## config.mk

```make
export PLATFORM = sky130hd
export DESIGN_NAME = aca_ctrl
export DESIGN_NICKNAME = d
export VERILOG_FILES = /design/src/rtl/core/aca_pkg.sv /design/src/rtl/core/aca_ctrl.sv
export SDC_FILE = /design/constraint.sdc
export NUM_CORES = 1
export LEC_CHECK = 0
export BUFFER_PORTS_ARGS = -buffer_cell sky130_fd_sc_hd__buf_2
export CAP_MARGIN = 20
export CORE_AREA = 2 2 39 41
export DETAILED_ROUTE_END_ITERATION = 8
export DIE_AREA = 0 0 41 43
export PLACE_DENSITY = 0.41
export SYNTH_ARGS = -nofsm -noshare
export SYNTH_HDL_FRONTEND = slang
export SYNTH_SLANG_ARGS = --single-unit
```

## constraint.sdc

```tcl
create_clock -name clock -period 1 [get_ports clock]
set_clock_uncertainty 0.1 [all_clocks]
set_input_delay 0.2 -clock clock [delete_from_list [all_inputs] [get_ports clock]]
set_output_delay 0.2 -clock clock [all_outputs]
set_load 0.01 [all_outputs]
```

## src/rtl/core/aca_pkg.sv

```systemverilog
// ----------------------------------------------------------------------------
// Aggregation curve analyzer package
// Shared widths, constants, command/status types and helpers.
// ----------------------------------------------------------------------------
package aca_pkg;

   // default sizes
   localparam int ACA_MAX_SAMPLES  = 4096;
   localparam int ACA_SLOPE_WINDOW = 5;
   localparam int ACA_RISE_RUN     = 3;

   // field widths
   localparam int SAMPLE_W  = 16;
   localparam int MPS_W     = 32;
   localparam int SPM_W     = 24;
   localparam int CSR_W     = 32;
   localparam int CSR_IDX_W = 1;
   localparam int OUT_IDX_W = 12;
   localparam int TIME_W    = 28;
   localparam int SLOPE_W   = 40;
   localparam int AREA_W    = 45;
   localparam int STATUS_W  = 2;
   localparam int RSP_W     = 184;
   localparam int LVL_W     = SAMPLE_W + 5;

   // register reset values
   localparam logic [MPS_W-1:0] MPS_RESET = 32'd71582788;
   localparam logic [SPM_W-1:0] SPM_RESET = 24'd15360;

   // register indexes
   localparam logic [CSR_IDX_W-1:0] CSR_MINUTES_PER_SAMPLE = 1'b0;
   localparam logic [CSR_IDX_W-1:0] CSR_SAMPLES_PER_MINUTE = 1'b1;

   // status codes
   localparam logic [STATUS_W-1:0] STATUS_DONE     = 2'd0;
   localparam logic [STATUS_W-1:0] STATUS_MAX_BAD  = 2'd1;
   localparam logic [STATUS_W-1:0] STATUS_AREA_NEG = 2'd2;

   // lag threshold: 10*y >= 9*baseline + max
   localparam int LAG_SCALE     = 10;
   localparam int LAG_BASE_MULT = 9;
   localparam logic signed [SAMPLE_W-1:0] MAX_LIMIT = 16'sd10000;

   // saturation limits
   localparam logic [TIME_W-1:0]  TIME_MAX  = '1;
   localparam logic [SLOPE_W-1:0] SLOPE_MAX = '1;

   typedef struct packed {
      logic take;
      logic walk_init;
      logic walk;
      logic mul;
      logic comb;
      logic div;
      logic load;
   } dp_cmd_type;

   typedef struct packed {
      logic walk_done;
      logic div_done;
      logic out_free;
   } dp_sts_type;

   // sample reaches baseline plus a tenth of the rise
   function automatic logic level_met(input logic signed [SAMPLE_W-1:0] y,
                                      input logic signed [LVL_W-1:0] level);
      logic signed [LVL_W-1:0] scaled;
      scaled = LVL_W'(LAG_SCALE) * LVL_W'(y);
      return scaled >= level;
   endfunction

endpackage

```

## src/rtl/core/aca_ctrl.sv

```systemverilog
// ----------------------------------------------------------------------------
// Aggregation curve analyzer controller
// Sequences streaming, buffer walk, multiply, divide and result load.
// ----------------------------------------------------------------------------
module aca_ctrl
   import aca_pkg::*;
(
   input  logic       clock,
   input  logic       reset,
   input  logic       req_tvalid,
   input  logic       req_tlast,
   output logic       req_tready,
   input  dp_sts_type sts,
   output dp_cmd_type cmd
);

   typedef enum logic [2:0] {
      S_RUN,
      S_WALK,
      S_MUL,
      S_COMB,
      S_DIV,
      S_OUT
   } state_type;

   state_type state_ff, state_in;

   // next state and datapath commands
   always_comb begin
      state_in   = state_ff;
      cmd        = '0;
      req_tready = 1'b0;
      case (state_ff)
         S_RUN: begin
            req_tready = 1'b1;
            cmd.take   = req_tvalid;
            if (req_tvalid && req_tlast) begin
               cmd.walk_init = 1'b1;
               state_in      = S_WALK;
            end
         end
         S_WALK: begin
            cmd.walk = 1'b1;
            if (sts.walk_done) begin
               state_in = S_MUL;
            end
         end
         S_MUL: begin
            cmd.mul  = 1'b1;
            state_in = S_COMB;
         end
         S_COMB: begin
            cmd.comb = 1'b1;
            state_in = S_DIV;
         end
         S_DIV: begin
            cmd.div = 1'b1;
            if (sts.div_done) begin
               state_in = S_OUT;
            end
         end
         S_OUT: begin
            if (sts.out_free) begin
               cmd.load = 1'b1;
               state_in = S_RUN;
            end
         end
         default: begin
            state_in = S_RUN;
         end
      endcase
   end

   // state register
   always_ff @(posedge clock) begin
      if (reset) begin
         state_ff <= S_RUN;
      end else begin
         state_ff <= state_in;
      end
   end

endmodule

```

# After elaboration in Yosys (flattened, before gate mapping)
# Index checks and enable logic that the tools add are counted.
[op_classes]
eq_ne = 9
n_mux = 14
reduce_logical = 3
[ops]
columns = ["op", "count"]
rows = [
  ["$pmux W3 S6", 1],
  ["$mux W3", 4],
  ["$mux W1", 8],
  ["$ne A2 B2 Y1 const B", 4],
  ["$eq A3 B2 Y1 const B", 2],
  ["$eq A3 B3 Y1 const B", 2],
  ["$reduce_and A4 Y1", 1],
  ["$eq A3 B1 Y1 const B", 1],
  ["$logic_not A3 Y1", 1],
  ["$mux W2", 1],
  ["$logic_and A1 B1 Y1", 1],
]
[totals]
regBits = 3
input_bits = 7
output_inout_bits = 8
wordCells = 27

# Logic depth before layout (Yosys ltp)
[logic_depth]
depth_word = 3
mapped_depth = 4
depth_no_buf = 3

# Worst setup path before layout
# OpenSTA, ideal clock, no wires.
[synth_timing]
path_kind = "register to output"
from = "register state_ff[0]"
to = "output cmd[5] (netlist name)"
arrival_time_ns = 1.042
path_slack_ns = -0.342
stages_incl_launch_ff = 4
cell_sequence = "dfxtp_1 > buf_6 > nor3_1 > and3_1"
[synth_lines]
columns = ["element", "line_no", "source"]
rows = [
  ["start: declaration", "aca_ctrl.sv:26", "state_type state_ff, state_in;"],
  ["start signal: assignment", "aca_ctrl.sv:79", "state_ff <= state_in;"],
  ["end: declaration", "aca_ctrl.sv:14", "output dp_cmd_type cmd"],
]

==> out/qor.csv <==
metric;value;unit
regArea;71.32;sq um
ios;15;
finalCritPeriodShare;1.388;
area_growth;122.6;%
clk_pin_slew;40;ps
synth_top_family_by_area;simple AND/OR/NAND/NOR gates;
fillers;157;
setup_slack;-387.8;ps
critPathArrivalTime;1090;ps
cellLeakagePower;0.0002312;uW
fin_setup_tns;-2991;ps
max_freq;720.6;MHz
root_buffer;clkbuf_4;
syn_area;221.5;sq um
place_ws;-254.5;ps
syn_inst;27;
drt_iter0_drc;5;
violations;setup timing;
fin_nets;62;
tightest_slew;260.0;ps
synth_nets;34;
setup.worst_path.start_class;flip-flop;
cts_tree;built;
largest-register;state_ff;
clkSinkCount;3;
irDropWorstVdd;0.3957;mV
grt_pass1_vias;279;
hold_path_class;primary input to flip-flop;
crit_required;700;ps
dr_total_vias;295;
gp_congestion;0.6551;
drtAntennaViolNets;0;
timing_worst_setup_path_type;flip-flop to output port;
grt_first_pass_wirelength;1207;um
largest_reg_flops;3;
drive_gt1_frac;0.7593;
grtUsageTotal;0.1084;
crit_path_end_kind;output port;
final_area;493.0;sq um
synth_xor_area_frac;0;
io_buffers;14;
htree_num_levels;1;
clk_path_buf_depth;2;
fin_crit;1388;ps
die_area;1763;sq um
gr-total-overflow;0;
chipWidth;41;um
ys_types;21;
n_antenna_cell;0;
fin_util;0.3562;
dpl_cell_area;349.1;sq um
route.detailed.drc;0;
cp_max_fo;5;
firstDrtPassIters;3;
die_y;43;um
drv_slew;0;
ys_warn_count;0;
core-area;1384;sq um
top_regs;state_ff: 3 flops;
synth_compound_area_frac;0.1695;
synth_area_per_cell;8.202;sq um
ys_seq_area_frac;0.2712;
multi_input_area;190.2;sq um
maxCapViolCount;0;
power;528.5;uW
status;finished, violations left;
clk_latency;230;ps
vias_per_cell;4.214;
antenna_found_initial;0;
num_rows;14;
rsz0062_at_grt;true;
muxShareOfSynthArea;0;
slew_headroom;0.8250;
initial_core_util;0.1600;
setup_viol;11;
wl;737;um
cts_buffers;3;
finalHoldViolCount;0;
wl_per_cell;10.53;um
synth_adder_area_share;0;
powerDensity;1072;nW/um^2
grt_max_degree;10;
yosys.area_share.simple;0.4407;
synth_seq_cells;3;
cell families (layout without fill, tap and decap cells):
logic type | Yosys count | count (layout)
and+or+nand+nor | 15 | 15
DFF | 3 | 3
buffers and inverters | 4 | 31
AOI/OAI and AO/OA | 5 | 5
cells in the final DEF (no fill, tap or decap), drive strengths merged, types with 2 or more instances in the layout:
cell,n
a211oi,2
and3,2
dfxtp,3
clkbuf,4
buf,25
nand2b,2
nor2,2
inv,2
nor3,2
cells in the mapped netlist:
| cell type | n | area share |
|---|---|---|
| nor4b_1 | 1 | 0.040 |
| and3_2 | 1 | 0.034 |
| a21oi_1 | 1 | 0.023 |
| and2_1 | 1 | 0.028 |
| nor4_1 | 1 | 0.028 |
| nor2_1 | 2 | 0.034 |
| o21a_1 | 1 | 0.034 |
| nand2b_1 | 1 | 0.028 |
| nand3b_1 | 1 | 0.034 |
| inv_1 | 2 | 0.034 |
| buf_4 | 1 | 0.034 |
| and3_1 | 1 | 0.028 |
| a311o_1 | 1 | 0.045 |
| dfxtp_1 | 3 | 0.27 |
| buf_6 | 1 | 0.051 |
| nand2_1 | 1 | 0.017 |
| nor2b_1 | 1 | 0.028 |
| nor3_1 | 2 | 0.045 |
| a211oi_1 | 2 | 0.068 |
| nor3b_1 | 1 | 0.034 |
| nand2b_4 | 1 | 0.062 |
final cells by class:
type                       count  share of cell area
timing repair buffer          25              0.3553
multi-input combinational     20              0.3858
tap                           16             0.04061
sequential                     3              0.1447
clock buffer                   4             0.05330
inverter                       2             0.02030
per-stage QoR:
step / std cells / hold WS [ps]
4_1_cts: 68 / 83.12
2_1_floorplan: 27 / 165.3
3_5_place_dp: 59 / 320.3
3_3_place_gp: 59 / 321.3
6_report: 70 / 94.26
5_1_grt: 70 / 82.62
report_power, final:
group	total, uW	internal, uW	switching [uW]
logic	174	106	68.3
clock network	210	149	61.0
registers	144	126	18.2
worst paths after layout:
check | from | to | slack, ps | depth (start not counted)
worst max-delay path | state_ff[0] | cmd[5] | -390 | 3
worst min-delay path | reset | state_ff[1] | 90 | 2
worst max register to register | state_ff[2] | state_ff[0] | -270 | 5
worst min register to register | state_ff[1] | state_ff[1] | 460 | 2
worst max-delay path: stages (launching register included):
cell and delay, ps:
dfxtp_4 360, nor3_4 200, and3_4 200, buf_6 90
per-layer routing:
layer / vias to the layer above / routed length (um) / global-route usage
met3: 0 / 45 / 0.06806
met1: 130 / 334 / 0.1383
met5: - / 0 / 0
met2: 11 / 357 / 0.1250
li1: 154 / - / -
met4: 0 / 0 / 0.08000
timing repair:
action	in CTS	in global routing
endpoints found under the setup margin	11	11
setup buffers	5	2
resized for setup	12	5
pin swaps	6	1
hold endpoints to repair	0	0
hold buffers	0	0
Note: power is estimated with default switching activity, not from simulation.
